[config.mk]
export PLATFORM = sky130hd
export DESIGN_NAME = multi_class_slab_block_allocator
export DESIGN_NICKNAME = d
export VERILOG_FILES = /design/src/rtl/mcsba_pkg.sv /design/src/rtl/mcsba_bitmap.sv /design/src/rtl/multi_class_slab_block_allocator.sv
export SDC_FILE = /design/constraint.sdc
export NUM_CORES = 2
export LEC_CHECK = 0
export BUFFER_PORTS_ARGS = -buffer_cell sky130_fd_sc_hd__buf_2
export CAP_MARGIN = 20
export CORE_AREA = 2 2 332 334
export DETAILED_ROUTE_END_ITERATION = 12
export DIE_AREA = 0 0 334 336
export PLACE_DENSITY = 0.79
export SYNTH_ARGS = -nofsm -noshare
export SYNTH_HDL_FRONTEND = slang
export SYNTH_SLANG_ARGS = --single-unit
[constraint.sdc]
create_clock -name clk_i -period 14.7 [get_ports clk_i]
set_input_delay 1.47 -clock clk_i [delete_from_list [all_inputs] [get_ports clk_i]]
set_output_delay 1.47 -clock clk_i [all_outputs]
set_load 0.01 [all_outputs]
[src/rtl/mcsba_pkg.sv]
// ----------------------------------------------------------------------------
// mcsba_pkg
// Shared types and constants of the multi-class slab block allocator: item
// layouts, operation and status codes, configuration register indexes.
// ----------------------------------------------------------------------------
package mcsba_pkg;

  localparam int BYTES_W    = 21;
  localparam int BASE_W     = 48;
  localparam int SIZE_W     = 32;
  localparam int CLASS_W    = 2;
  localparam int STATUS_W   = 3;
  localparam int CFG_IDX_W  = 3;
  localparam int CFG_DATA_W = 48;
  localparam int WORD_W     = 64;

  // Only four classes have configuration registers.
  localparam int CFG_CLASSES = 4;

  localparam logic [CFG_IDX_W-1:0] CFG_BYTES0 = 3'd0;
  localparam logic [CFG_IDX_W-1:0] CFG_BASE0  = 3'd4;

  localparam logic OP_ALLOC = 1'b0;
  localparam logic OP_FREE  = 1'b1;

  typedef enum logic [STATUS_W-1:0] {
    ST_ALLOCATED    = 3'd0,
    ST_NO_BLOCK     = 3'd1,
    ST_FREED        = 3'd2,
    ST_ALREADY_FREE = 3'd3,
    ST_UNKNOWN      = 3'd4
  } status_e;

  typedef struct packed {
    logic              operation;
    logic [SIZE_W-1:0] request_size;
    logic [BASE_W-1:0] buffer_address;
  } req_t;

  typedef struct packed {
    logic [STATUS_W-1:0] status;
    logic [BASE_W-1:0]   block_address;
    logic [BYTES_W-1:0]  block_bytes;
    logic [CLASS_W-1:0]  class_index;
  } rsp_t;

endpackage

[src/rtl/mcsba_bitmap.sv]
// ----------------------------------------------------------------------------
// mcsba_bitmap
// Free-block bitmap store: one 64-bit word per row, rows addressed by class
// and word. One write and one registered read per cycle. A row never written
// since reset reads as its reset pattern (all blocks free).
// ----------------------------------------------------------------------------
module mcsba_bitmap #(
  parameter int  NUM_CLASSES      = 4,
  parameter int  BLOCKS_PER_CLASS = 64,
  localparam int WORDS_P = (BLOCKS_PER_CLASS + mcsba_pkg::WORD_W - 1) / mcsba_pkg::WORD_W,
  localparam int CLSW_P  = (NUM_CLASSES > 1) ? $clog2(NUM_CLASSES) : 1,
  localparam int WW_P    = (WORDS_P > 1) ? $clog2(WORDS_P) : 1
) (
  input  logic                                        clk_i,
  input  logic                                        rst_ni,
  input  logic                                        rd_en_i,
  input  logic [CLSW_P+WW_P-1:0]                      rd_addr_i,
  output logic [mcsba_pkg::WORD_W-1:0]                rd_data_o,
  input  logic                                        wr_en_i,
  input  logic [CLSW_P+WW_P-1:0]                      wr_addr_i,
  input  logic [mcsba_pkg::WORD_W-1:0]                wr_data_i
);
  import mcsba_pkg::*;

  localparam int WORDS  = WORDS_P;
  localparam int WW     = WW_P;
  localparam int DEPTH  = NUM_CLASSES * (2 ** WW);
  localparam int TAIL   = BLOCKS_PER_CLASS % WORD_W;
  localparam logic [WORD_W-1:0] LAST_WORD =
    (TAIL == 0) ? {WORD_W{1'b1}} : ((WORD_W'(1) << TAIL) - WORD_W'(1));

  logic [WORD_W-1:0] mem_q [DEPTH];
  logic [DEPTH-1:0]  vld_q;
  logic [WORD_W-1:0] rdata_q;
  logic              rvld_q;
  logic [WW-1:0]     rword_q;

  always_ff @(posedge clk_i) begin
    if (wr_en_i) begin
      mem_q[wr_addr_i] <= wr_data_i;
    end
    if (rd_en_i) begin
      rdata_q <= mem_q[rd_addr_i];
    end
  end

  always_ff @(posedge clk_i or negedge rst_ni) begin
    if (!rst_ni) begin
      vld_q   <= '0;
      rvld_q  <= 1'b0;
      rword_q <= '0;
    end else begin
      if (wr_en_i) begin
        vld_q[wr_addr_i] <= 1'b1;
      end
      if (rd_en_i) begin
        rvld_q  <= vld_q[rd_addr_i];
        rword_q <= rd_addr_i[WW-1:0];
      end
    end
  end

  // Unwritten rows read as free; the last word of a class holds only the tail.
  assign rd_data_o = rvld_q ? rdata_q :
                     ((rword_q == WW'(WORDS - 1)) ? LAST_WORD : {WORD_W{1'b1}});

endmodule

[src/rtl/multi_class_slab_block_allocator.sv]
// ----------------------------------------------------------------------------
// multi_class_slab_block_allocator
// Slab allocator over up to NUM_CLASSES size classes with a free bitmap and a
// free count per class. Allocate takes the lowest free block of the first
// fitting class; free locates the class, divides the offset, sets the bit.
// ----------------------------------------------------------------------------
// Sequence: allocate checks classes, reads bitmap words until a nonzero one, scans
//   it byte by byte, multiplies and adds the base; free checks classes, divides the
//   offset bit by bit, reads the word, sets the bit if clear; zero address is unknown.
// Throughput: one item at a time, set by the sequencer around the shared
//   multiplier and subtractor; a finished item waits in the output register.
// Reset: counts load BLOCKS_PER_CLASS, configuration clears; bitmap rows use valid bits.
module multi_class_slab_block_allocator #(
  parameter int NUM_CLASSES      = 4,
  parameter int BLOCKS_PER_CLASS = 64,
  parameter int ADDR_BITS        = 48
) (
  input  logic                                 clk_i,
  input  logic                                 rst_ni,
  input  logic                                 in_valid_i,
  output logic                                 in_ready_o,
  input  mcsba_pkg::req_t                      in_data_i,
  output logic                                 out_valid_o,
  input  logic                                 out_ready_i,
  output mcsba_pkg::rsp_t                      out_data_o,
  input  logic                                 cfg_we_i,
  input  logic [mcsba_pkg::CFG_IDX_W-1:0]      cfg_index_i,
  input  logic [mcsba_pkg::CFG_DATA_W-1:0]     cfg_wdata_i
);
  import mcsba_pkg::*;

  localparam int WORDS = (BLOCKS_PER_CLASS + WORD_W - 1) / WORD_W;
  localparam int WW    = (WORDS > 1) ? $clog2(WORDS) : 1;
  localparam int CLSW  = (NUM_CLASSES > 1) ? $clog2(NUM_CLASSES) : 1;
  localparam int IW    = WW + 6;              // block index: word and bit
  localparam int MAW   = IW + 1;              // multiplier index operand
  localparam int PW    = MAW + BYTES_W;       // product
  localparam int RW    = IW + BYTES_W;        // division remainder
  localparam int STW   = $clog2(IW);
  localparam int CW    = $clog2(BLOCKS_PER_CLASS + 1);
  localparam int AW    = CLSW + WW;

  typedef enum logic [10:0] {
    S_IDLE  = 11'b000_0000_0001,
    S_ACHK  = 11'b000_0000_0010,
    S_AWORD = 11'b000_0000_0100,
    S_ASCAN = 11'b000_0000_1000,
    S_AMUL  = 11'b000_0001_0000,
    S_AADD  = 11'b000_0010_0000,
    S_FCHK  = 11'b000_0100_0000,
    S_FCMP  = 11'b000_1000_0000,
    S_FDIV  = 11'b001_0000_0000,
    S_FRD   = 11'b010_0000_0000,
    S_FIN   = 11'b100_0000_0000
  } state_e;

  state_e state_q, state_d;

  logic [BYTES_W-1:0]   bs_q   [NUM_CLASSES];
  logic [BASE_W-1:0]    base_q [NUM_CLASSES];
  logic [CW-1:0]        cnt_q  [NUM_CLASSES];

  logic [CLSW-1:0]      cls_q, cls_d;
  logic [WW-1:0]        w_q, w_d;
  logic [5:0]           bit_q, bit_d;
  logic [WORD_W-1:0]    word_q, word_d;
  logic [WORD_W-1:0]    scan_q, scan_d;
  logic [PW-1:0]        prod_q, prod_d;
  logic [ADDR_BITS-1:0] off_q, off_d;
  logic [RW-1:0]        rem_q, rem_d;
  logic [RW-1:0]        dvs_q, dvs_d;
  logic [IW-1:0]        quo_q, quo_d;
  logic [STW-1:0]       step_q, step_d;
  logic [SIZE_W-1:0]    size_q, size_d;
  logic [ADDR_BITS-1:0] addr_q, addr_d;
  rsp_t                 res_q, res_d;
  rsp_t                 out_q;
  logic                 out_valid_q;
  logic                 out_load;
  logic                 cnt_inc, cnt_dec;

  logic [BYTES_W-1:0]   bs_cur;
  logic [CW-1:0]        cnt_cur;
  logic [63:0]          base64, addr64_in, off64, prod64, sum64, sum_out64;
  logic [ADDR_BITS-1:0] base_cur, addr_in, off_now, sum_a;
  logic [7:0]           cls8;
  logic [CLASS_W-1:0]   cls_out;
  logic                 last_cls;
  logic [2:0]           low_pos;
  logic [MAW-1:0]       mul_a;
  logic [PW-1:0]        mul_p;
  logic [RW:0]          trial;

  logic                 mem_rd_en, mem_wr_en;
  logic [AW-1:0]        mem_rd_addr, mem_wr_addr;
  logic [WORD_W-1:0]    mem_rd_data, mem_wr_data;

  mcsba_bitmap #(
    .NUM_CLASSES      (NUM_CLASSES),
    .BLOCKS_PER_CLASS (BLOCKS_PER_CLASS)
  ) u_bitmap (
    .clk_i     (clk_i),
    .rst_ni    (rst_ni),
    .rd_en_i   (mem_rd_en),
    .rd_addr_i (mem_rd_addr),
    .rd_data_o (mem_rd_data),
    .wr_en_i   (mem_wr_en),
    .wr_addr_i (mem_wr_addr),
    .wr_data_i (mem_wr_data)
  );

  assign bs_cur    = bs_q[cls_q];
  assign cnt_cur   = cnt_q[cls_q];
  assign base64    = 64'(base_q[cls_q]);
  assign base_cur  = base64[ADDR_BITS-1:0];
  assign addr64_in = 64'(in_data_i.buffer_address);
  assign addr_in   = addr64_in[ADDR_BITS-1:0];
  assign off_now   = addr_q - base_cur;
  assign off64     = 64'(off_q);
  assign prod64    = 64'(prod_q);
  assign sum64     = 64'(base_cur) + prod64;
  assign sum_a     = sum64[ADDR_BITS-1:0];
  assign sum_out64 = 64'(sum_a);
  assign cls8      = 8'(cls_q);
  assign cls_out   = cls8[CLASS_W-1:0];
  assign last_cls  = (cls_q == CLSW'(NUM_CLASSES - 1));

  // Shared units: one multiplier, one trial subtractor.
  assign mul_p = PW'(mul_a) * PW'(bs_cur);
  assign trial = {1'b0, rem_q} - {1'b0, dvs_q};

  always_comb begin
    low_pos = 3'd0;
    for (int k = 7; k >= 0; k--) begin
      if (scan_q[k]) begin
        low_pos = 3'(k);
      end
    end
  end

  always_comb begin
    state_d     = state_q;
    cls_d       = cls_q;
    w_d         = w_q;
    bit_d       = bit_q;
    word_d      = word_q;
    scan_d      = scan_q;
    prod_d      = prod_q;
    off_d       = off_q;
    rem_d       = rem_q;
    dvs_d       = dvs_q;
    quo_d       = quo_q;
    step_d      = step_q;
    size_d      = size_q;
    addr_d      = addr_q;
    res_d       = res_q;
    mul_a       = MAW'(BLOCKS_PER_CLASS);
    mem_rd_en   = 1'b0;
    mem_rd_addr = {cls_q, w_q};
    mem_wr_en   = 1'b0;
    mem_wr_addr = {cls_q, w_q};
    mem_wr_data = word_q;
    cnt_inc     = 1'b0;
    cnt_dec     = 1'b0;
    out_load    = 1'b0;

    case (state_q)
      S_IDLE: begin
        if (in_valid_i) begin
          size_d = in_data_i.request_size;
          addr_d = addr_in;
          cls_d  = '0;
          if (in_data_i.operation == OP_ALLOC) begin
            state_d = S_ACHK;
          end else if (addr_in == '0) begin
            res_d   = '{status: ST_UNKNOWN, block_address: '0, block_bytes: '0,
                        class_index: '0};
            state_d = S_FIN;
          end else begin
            state_d = S_FCHK;
          end
        end
      end
      S_ACHK: begin
        if (bs_cur != '0 && SIZE_W'(bs_cur) >= size_q && cnt_cur != '0) begin
          mem_rd_en   = 1'b1;
          mem_rd_addr = {cls_q, WW'(0)};
          w_d         = '0;
          state_d     = S_AWORD;
        end else if (last_cls) begin
          res_d   = '{status: ST_NO_BLOCK, block_address: '0, block_bytes: '0,
                      class_index: '0};
          state_d = S_FIN;
        end else begin
          cls_d = cls_q + CLSW'(1);
        end
      end
      S_AWORD: begin
        // The free count guarantees a nonzero word within the class.
        if (mem_rd_data == '0) begin
          w_d         = w_q + WW'(1);
          mem_rd_en   = 1'b1;
          mem_rd_addr = {cls_q, w_q + WW'(1)};
        end else begin
          word_d  = mem_rd_data;
          scan_d  = mem_rd_data;
          bit_d   = '0;
          state_d = S_ASCAN;
        end
      end
      S_ASCAN: begin
        if (scan_q[7:0] != '0) begin
          bit_d   = bit_q + 6'(low_pos);
          state_d = S_AMUL;
        end else begin
          scan_d = scan_q >> 8;
          bit_d  = bit_q + 6'd8;
        end
      end
      S_AMUL: begin
        mul_a       = {1'b0, w_q, bit_q};
        prod_d      = mul_p;
        mem_wr_en   = 1'b1;
        mem_wr_data = word_q & ~(WORD_W'(1) << bit_q);
        cnt_dec     = 1'b1;
        state_d     = S_AADD;
      end
      S_AADD: begin
        res_d   = '{status: ST_ALLOCATED, block_address: sum_out64[BASE_W-1:0],
                    block_bytes: bs_cur, class_index: cls_out};
        state_d = S_FIN;
      end
      S_FCHK: begin
        if (bs_cur == '0 || addr_q < base_cur) begin
          if (last_cls) begin
            res_d   = '{status: ST_UNKNOWN, block_address: '0, block_bytes: '0,
                        class_index: '0};
            state_d = S_FIN;
          end else begin
            cls_d = cls_q + CLSW'(1);
          end
        end else begin
          off_d   = off_now;
          prod_d  = mul_p;          // region length: block size times blocks
          state_d = S_FCMP;
        end
      end
      S_FCMP: begin
        if (off64 >= prod64) begin
          if (last_cls) begin
            res_d   = '{status: ST_UNKNOWN, block_address: '0, block_bytes: '0,
                        class_index: '0};
            state_d = S_FIN;
          end else begin
            cls_d   = cls_q + CLSW'(1);
            state_d = S_FCHK;
          end
        end else begin
          rem_d   = off64[RW-1:0];
          dvs_d   = RW'(bs_cur) << (IW - 1);
          quo_d   = '0;
          step_d  = STW'(IW - 1);
          state_d = S_FDIV;
        end
      end
      S_FDIV: begin
        // One quotient bit per cycle, most significant first.
        if (!trial[RW]) begin
          rem_d         = trial[RW-1:0];
          quo_d[step_q] = 1'b1;
        end
        dvs_d = dvs_q >> 1;
        if (step_q == '0) begin
          mem_rd_en   = 1'b1;
          mem_rd_addr = {cls_q, quo_d[IW-1:6]};
          state_d     = S_FRD;
        end else begin
          step_d = step_q - STW'(1);
        end
      end
      S_FRD: begin
        if (mem_rd_data[quo_q[5:0]]) begin
          res_d = '{status: ST_ALREADY_FREE, block_address: '0, block_bytes: '0,
                    class_index: cls_out};
        end else begin
          mem_wr_en   = 1'b1;
          mem_wr_addr = {cls_q, quo_q[IW-1:6]};
          mem_wr_data = mem_rd_data | (WORD_W'(1) << quo_q[5:0]);
          cnt_inc     = 1'b1;
          res_d       = '{status: ST_FREED, block_address: '0, block_bytes: '0,
                          class_index: cls_out};
        end
        state_d = S_FIN;
      end
      S_FIN: begin
        // Hold until the output register is free.
        if (!out_valid_q || out_ready_i) begin
          out_load = 1'b1;
          state_d  = S_IDLE;
        end
      end
      default: begin
        state_d = S_IDLE;
      end
    endcase
  end

  always_ff @(posedge clk_i or negedge rst_ni) begin
    if (!rst_ni) begin
      state_q     <= S_IDLE;
      out_valid_q <= 1'b0;
    end else begin
      state_q <= state_d;
      if (out_load) begin
        out_valid_q <= 1'b1;
      end else if (out_ready_i) begin
        out_valid_q <= 1'b0;
      end
    end
  end

  always_ff @(posedge clk_i) begin
    cls_q  <= cls_d;
    w_q    <= w_d;
    bit_q  <= bit_d;
    word_q <= word_d;
    scan_q <= scan_d;
    prod_q <= prod_d;
    off_q  <= off_d;
    rem_q  <= rem_d;
    dvs_q  <= dvs_d;
    quo_q  <= quo_d;
    step_q <= step_d;
    size_q <= size_d;
    addr_q <= addr_d;
    res_q  <= res_d;
    if (out_load) begin
      out_q <= res_q;
    end
  end

  always_ff @(posedge clk_i or negedge rst_ni) begin
    if (!rst_ni) begin
      for (int c = 0; c < NUM_CLASSES; c++) begin
        cnt_q[c] <= CW'(BLOCKS_PER_CLASS);
      end
    end else if (cnt_dec) begin
      cnt_q[cls_q] <= cnt_cur - CW'(1);
    end else if (cnt_inc) begin
      cnt_q[cls_q] <= cnt_cur + CW'(1);
    end
  end

  always_ff @(posedge clk_i or negedge rst_ni) begin
    if (!rst_ni) begin
      for (int c = 0; c < NUM_CLASSES; c++) begin
        bs_q[c]   <= '0;
        base_q[c] <= '0;
      end
    end else begin
      for (int c = 0; c < NUM_CLASSES; c++) begin
        if (cfg_we_i && c < CFG_CLASSES) begin
          if (cfg_index_i == CFG_BYTES0 + CFG_IDX_W'(c)) begin
            bs_q[c] <= cfg_wdata_i[BYTES_W-1:0];
          end
          if (cfg_index_i == CFG_BASE0 + CFG_IDX_W'(c)) begin
            base_q[c] <= cfg_wdata_i[BASE_W-1:0];
          end
        end
      end
    end
  end

  assign in_ready_o  = (state_q == S_IDLE);
  assign out_valid_o = out_valid_q;
  assign out_data_o  = out_q;

endmodule
# Word-level counts from Yosys, hierarchy flattened

Memory sizes are Yosys's and may differ from the RTL's. A register that Yosys moved wholly into a read port is not among the register bits.
Cells that the tools add are included.

Reductions and logical operators: 46
Magnitude comparators: 11
$mul: 1
Equal/unequal tests: 37
Shifts and indexed selects: 2
Add/subtract/negate cells: 10
Muxes and demuxes: 106
Bitwise operators: 8

Operators by type and width:

| kind                                                               | number |
|---|---|
| 74-bit 2-to-1 mux                                                  | 8 |
| 74-bit case mux with 6 select lines                                | 1 |
| 64-bit 2-to-1 mux                                                  | 4 |
| 64-bit case mux with 2 select lines                                | 2 |
| 28-bit 2-to-1 mux                                                  | 5 |
| 11-bit 2-to-1 mux                                                  | 12 |
| 1-bit by 6-bit << shifter with 64-bit output, first input constant | 2 |
| 28-bit case mux with 2 select lines                                | 2 |
| 11-bit case mux with 10 select lines                               | 1 |
| 48-bit binary-select mux with 2-bit select                         | 1 |
| 48-bit 2-to-1 mux                                                  | 2 |
| 72-bit 2-to-1 mux                                                  | 1 |
| 64-bit bitwise AND                                                 | 1 |
| 64-bit zero test                                                   | 1 |
| 64-bit NOT                                                         | 1 |
| 64-bit OR                                                          | 1 |
| 29-bit case mux with 2 select lines                                | 1 |
| 28-bit bitwise mux                                                 | 2 |
| 48-bit by 29-bit adder with 48-bit output                          | 1 |
| 48-bit by 29-bit >= comparator with 1-bit output                   | 1 |
| 48-bit zero test                                                   | 1 |
| 48-bit less-than comparator                                        | 1 |
| 48-bit subtractor                                                  | 1 |
| 21-bit binary-select mux with 2-bit select                         | 1 |
| 70 further kinds                                                   | 167 |

Word-level logic and storage cells: 260
Register bits after elaboration: 833
Memories kept: 1
Bits in writable memories: 512
Input bits: 137
Output and inout port bits: 76

Memory list:

| name           | depth | width | rd ports | clocked after Yosys merged registers in | write ports | line               | text |
|---|---|---|---|---|---|---|---|
| u_bitmap.mem_q | 8     | 64    | 1        | 1                                       | 1           | mcsba_bitmap.sv:32 | `logic [WORD_W-1:0] mem_q [DEPTH];` |

# Depth between registers and ports, before layout

Depth in word-level cells: 11
Gate-level depth with buffers: 27
Gate-level depth less buffers: 25

# By module

A second synthesis with hierarchy kept.

Cell total of the unflattened synthesis: 4673
Area, all modules: 67091.8 um2

By module, submodules not included:

| module                           | cells an instance | instances | seq. area each (um2) | area each (um2) |
|---|---|---|---|---|
| multi_class_slab_block_allocator | 3761              | 1         | 23138.4              | 45135.8 |
| mcsba_bitmap                     | 912               | 1         | 17521.8              | 21956.1 |

# Least setup slack after synthesis

Ideal clock, no wire load.

Path kind: reg2reg
Start: reg cls_q[0] (netlist: cls_out[0])
End: reg state_q[10]
Buffers on the path: 8
Data required time: 14.602 ns
Data arrival time: 12.336 ns
Cell stages (with the launch flop): 22
Library setup time: 0.098 ns
Path slack: 2.265 ns
Clock period less this slack: 12.435 ns
Cell sequence: edfxtp_1 buf_6 buf_6 buf_12 buf_12 buf_4 buf_2 buf_1 buf_2 mux4_2 inv_1 ha_1 a21o_1 or3_1 o21ai_0 a211o_1 a211oi_1 o211ai_1 a21boi_0 nor3_1 nor3b_1 or2_2

Longest elaborated chain between the ends: 9
Elaborated cells between the ends (all ways): 25
Those cells by class: order compare (2); eq/ne (1); mux (15); bitwise (1); reduce/logical (6)

RTL lines:

| item                                                                                           | line                                                                                                                      | text |
|---|---|---|
| start, declared                                                                                | multi_class_slab_block_allocator.sv:63                                                                                    | `logic [CLSW-1:0] cls_q, cls_d;` |
| start signal, assigned                                                                         | multi_class_slab_block_allocator.sv:323                                                                                   | `cls_q <= cls_d;` |
| 2-bit NOT with 3-bit output (implied by the code)                                              | multi_class_slab_block_allocator.sv:112, multi_class_slab_block_allocator.sv:113, multi_class_slab_block_allocator.sv:114 |  |
| 21-bit binary-select mux with 2-bit select                                                     | multi_class_slab_block_allocator.sv:112                                                                                   | `assign bs_cur = bs_q[cls_q];` |
| 21-bit 2-to-1 mux (implied by the code) (2 in a row)                                           | multi_class_slab_block_allocator.sv:112                                                                                   |  |
| 21-bit by 32-bit >= comparator with 1-bit output / 21-bit nonzero test (equally long branches) | multi_class_slab_block_allocator.sv:185                                                                                   | `if (bs_cur != '0 && SIZE_W'(bs_cur) >= size_q && cnt_cur != '0) begin` |
| 1-bit logical AND (2 in a row)                                                                 | multi_class_slab_block_allocator.sv:185                                                                                   |  |
| 11-bit 2-to-1 mux                                                                              | multi_class_slab_block_allocator.sv:185                                                                                   |  |
| 11-bit case mux with 10 select lines (*)                                                       | multi_class_slab_block_allocator.sv:167                                                                                   | `case (state_q)` |
| end signal, assigned                                                                           | multi_class_slab_block_allocator.sv:313                                                                                   | `state_q <= state_d;` |
| end, declared                                                                                  | multi_class_slab_block_allocator.sv:57                                                                                    | `state_e state_q, state_d;` |

Every way passes the cells marked *; elsewhere a longest branch is shown, timed or not. The select of a mux whose other input is x is not followed.
A chain may end at the register's enable or synchronous reset.

# Worst setup path after layout

Start: reg cls_q[0] (netlist: cls_out[0])
End: reg u_bitmap.rdata_q[28], read port of u_bitmap.mem_q, data pin

Longest elaborated chain between the ends: 9
Elaborated cells between the ends (all ways): 16
Those cells by class: order compare (1); mux (10); bitwise (1); reduce/logical (4)

RTL lines:

| item                                                                                           | line                                                                             | text |
|---|---|---|
| 2-bit NOT with 3-bit output (implied by the code)                                              | multi_class_slab_block_allocator.sv:112, multi_class_slab_block_allocator.sv:113 |  |
| 21-bit binary-select mux with 2-bit select                                                     | multi_class_slab_block_allocator.sv:112                                          |  |
| 21-bit 2-to-1 mux (implied by the code) (2 in a row)                                           | multi_class_slab_block_allocator.sv:112                                          |  |
| 21-bit by 32-bit >= comparator with 1-bit output / 21-bit nonzero test (equally long branches) | multi_class_slab_block_allocator.sv:185                                          |  |
| 1-bit logical AND (2 in a row)                                                                 | multi_class_slab_block_allocator.sv:185                                          |  |
| 1-bit 2-to-1 mux                                                                               | multi_class_slab_block_allocator.sv:185                                          |  |
| 1-bit case mux with 3 select lines                                                             | multi_class_slab_block_allocator.sv:167                                          |  |
| end, declared                                                                                  | mcsba_bitmap.sv:34                                                               | `logic [WORD_W-1:0] rdata_q;` |

Several ways; a longest one is shown, not always the timed one. The select of a mux whose other input is x is not followed.

==> results.py <==
metrics = {
    "detailed_routing": {
        "wl_per_cell_um": 25.29,
        "dr.first_iter.drc_count": 4469,
        "num_vias": 45369,
        "ant_nets": 0,
        "drc": 0,
        "drt-total-wl_um": 176300,
        "viasPerCell": 6.509,
        "dr.pass1.iters": 8,
    },
    "synthesis": {
        "synth_seq_cells": 1408,
        "syn_area_um2": 67900,
        "synth-main-ff-cell": "edfxtp_1",
        "seq_area_frac_synth_pct": 59.88,
        "synth_fp_nets": 5711,
        "synthDistinctLibCells": 84,
        "synth_edf_count": 1083,
        "postSynthAreaPerCell_um2": 12.90,
        "yosys_warnings": 0,
        "async_flop_share_pct": 23.08,
        "netlist_instances": 5263,
    },
    "sta": {
        "tns_ns": 0,
        "drv_slew": 0,
        "period_share_pct": 55.90,
        "setup_viol": 0,
        "hold_viol": 0,
        "max_freq_ghz": 0.1217,
        "fin_hold_ws_ns": 0.4165,
        "fin_crit_ns": 8.218,
        "rsz0062_at_grt": "no",
        "worst_slew_margin_rel_pct": 22.74,
        "clock_skew_ns": 0.03229,
        "fin_ws_ns": 6.482,
        "tightestPinTransition_ns": 1.154,
    },
    "finish": {
        "utilization_pct": 69.19,
        "seqCellArea_um2": 40660,
        "multi_input_area_um2": 24910,
        "fillCellCount": 7356,
        "most-common-layout-cells": "1083 x edfxtp_1, 342 x nor2_1, 319 x dfrtp_1, 316 x inv_1, 311 x mux2_2",
        "final_nets": 5877,
        "stdcell_count": 6970,
        "final_cell_area_um2": 75000,
        "syn2layout_area_growth_pct": 10.45,
        "layout_commonest_cell": "edfxtp_1",
        "drive_gt1_share_pct": 17.47,
    },
    "setup_path": {
        "cp-start-kind": "register",
        "cp_slowest_cell": "a211oi_1",
        "path_delay_family": "compound AO/OA/AOI/OAI gates",
        "worstPathArrival_ns": 8.85,
        "startpoint": "cls_out[0]",
        "required_ns": 15.34,
        "timing.critical_path.buf_inv": 6,
        "path_max_fanout": 68,
        "crit_path_end_kind": "register",
        "critPathMostFrequentCell": "buf_4",
        "criticalPathCategory": "reg -> reg",
        "path_cells": "buf_4 -> buf_4 -> mux2_1 -> o21ai_2 -> inv_1 -> ha_1 -> a21oi_1 -> o21ai_0 -> a2111oi_0 -> o21ai_0 -> a211oi_1 -> o31ai_2 -> or2_4 -> buf_4 -> o21ai_4 -> buf_4 -> buf_4 -> a31oi_1 -> nand4_1",
        "cpPeakStageDelay_ns": 0.82,
        "rr_startpoint": "cls_out[0]",
    },
    "placed_design": {
        "pre_cts_ws_ns": 6.545,
        "hpwl_um": 114400,
        "portBuffers": 212,
        "gp_congestion": 0.9671,
        "dp_cells": 6693,
        "place_area_um2": 70210,
    },
    "clock_network": {
        "cts_hold_buffers": 0,
        "root_buffer": "clkbuf_16",
        "cts_sinks": 1408,
        "numCtsBuffers": 145,
        "htreeDepth": 4,
        "max-clock-path-buffers": 3,
        "clock_latency_ns": 0.79,
        "cts_tree": "built",
        "path_clk_slew_ns": 0.06,
        "cts_setup_buffers": 0,
        "cts.repair.resized": 0,
    },
    "floorplanning": {
        "fp.dieW_um": 334,
        "start_util_pct": 62.64,
        "io_pins": 213,
        "die_area_um2": 112200,
        "core_area_um2": 108400,
        "die_h_um": 336,
        "std_cell_rows": 121,
    },
    "worst_hold_path": {
        "hp-start": "res_q[8]",
        "hp-class": "reg -> reg",
    },
    "power_and_ir_drop": {
        "powerDensity_nw_per_um2": 168.2,
        "power_mw": 12.62,
        "irDropWorstVdd_mv": 0.1260,
        "p_leak_nw": 28.59,
    },
    "job": {
        "max_cap_violations": 0,
    },
    "status": {
        "outcome": "complete, no violations",
    },
    "global_route": {
        "grt_pass1_vias": 45410,
        "grt-ovfl-total": 0,
        "grtUsageTotal_pct": 31.43,
        "grt_max_degree": 131,
        "antenna_found_initial": 10,
        "grt_pass1_wl_um": 267500,
    },
}
## worst register-to-register path: cells and delay by family, from the launching register on
kind / cells / cell delay [ns]
compound gates: 9 / 3.26
fa+ha+maj: 1 / 0.31
buf+inv: 6 / 3.26
flops: 1 / 0.35
mux: 1 / 0.47
simple gates: 2 / 0.42
## area by class of cell
cell class | count | area share [%]
clock buffer | 196 | 5.288
timing repair buffer | 287 | 2.264
multi-input combinational | 3258 | 33.21
antenna | 8 | 0.02669
sequential | 1408 | 54.21
tap | 1414 | 2.359
clock inverter | 70 | 0.9909
inverter | 329 | 1.648
## registers in the layout, indices dropped and copies added, names as in the netlist, 28 cells and up
register	count
addr_q	48
base_q	192
bs_q	84
cnt_q	28
off_q	48
out_data_o	74
prod_q	29
rem_q	28
res_q	74
scan_q	64
size_q	32
u_bitmap.mem_q	512
u_bitmap.rdata_q	64
word_q	64
## path summary, 6_finish.rpt
check / end / slack, ns / cells after the start
max: u_bitmap.rdata_q[28] / 6.48 / 19
min in group asynchronous: base_q[27] / 0.71 / 1
max reg2reg: u_bitmap.rdata_q[28] / 6.48 / 19
min reg2reg: out_data_o[8] / 0.42 / 0
min: out_data_o[8] / 0.42 / 0
max in group asynchronous: bs_q[55] / 12.40 / 2
## Yosys cell counts, types with 8 or more instances
master / n / area (µm²)
a211oi_1: 89 / 668.1
o21ai_0: 226 / 1131
a21o_1: 73 / 548.0
o21a_1: 15 / 112.6
nand3_1: 54 / 270.3
and2_1: 22 / 137.6
o21ai_2: 8 / 70.07
a21oi_1: 236 / 1181
buf_2: 36 / 180.2
buf_6: 16 / 180.2
xnor2_1: 90 / 788.3
or4_1: 8 / 60.06
or2_2: 16 / 100.1
a21boi_0: 10 / 75.07
o21bai_1: 11 / 82.58
xor2_1: 46 / 402.9
o31ai_1: 8 / 60.06
nor2_1: 353 / 1325
nor2b_1: 59 / 369.1
buf_1: 14 / 52.55
clkbuf_1: 182 / 683.2
edfxtp_1: 1083 / 32520
a31oi_1: 279 / 1745
ha_1: 213 / 2665
buf_4: 17 / 127.6
inv_2: 11 / 41.29
mux2_2: 311 / 3502
o211ai_1: 13 / 97.59
nand2b_1: 57 / 356.6
inv_1: 317 / 1190
dfrtp_1: 320 / 8008
nor3_1: 54 / 270.3
fa_1: 98 / 1962
nor4_1: 46 / 287.8
mux2i_1: 33 / 330.3
and3_1: 280 / 1752
or3_1: 14 / 87.58
nand2_1: 253 / 949.7
nand4_1: 89 / 556.8
mux4_2: 75 / 1689
## report_power, final
part / internal (mW) / switching, mW
clock network: 2.08 / 1.58
logic: 1.54 / 2.45
registers: 4.82 / 0.158
total: 8.43 / 4.18
## cells by family (layout without fill, tap and decap cells)
group / count (synthesis) / count (layout) / share of synthesized area [%]
buf+inv: 597 / 882 / 3.702
other cells: 0 / 8 / 0
flops: 1408 / 1408 / 59.88
simple gates: 1344 / 1344 / 10.06
xor+xnor: 136 / 136 / 1.754
mux: 430 / 430 / 8.347
compound gates: 1037 / 1037 / 9.442
fa+ha+maj: 311 / 311 / 6.814
## routing by layer
metal	up-vias	global-route usage (%)	wire length [µm]
met5	-	0	47
met4	6	17.61	10370
met3	576	5.842	14990
met2	2342	52.21	85900
met1	22441	39.17	64960
li1	20004	-	-
(Power assumes the default switching activity.)
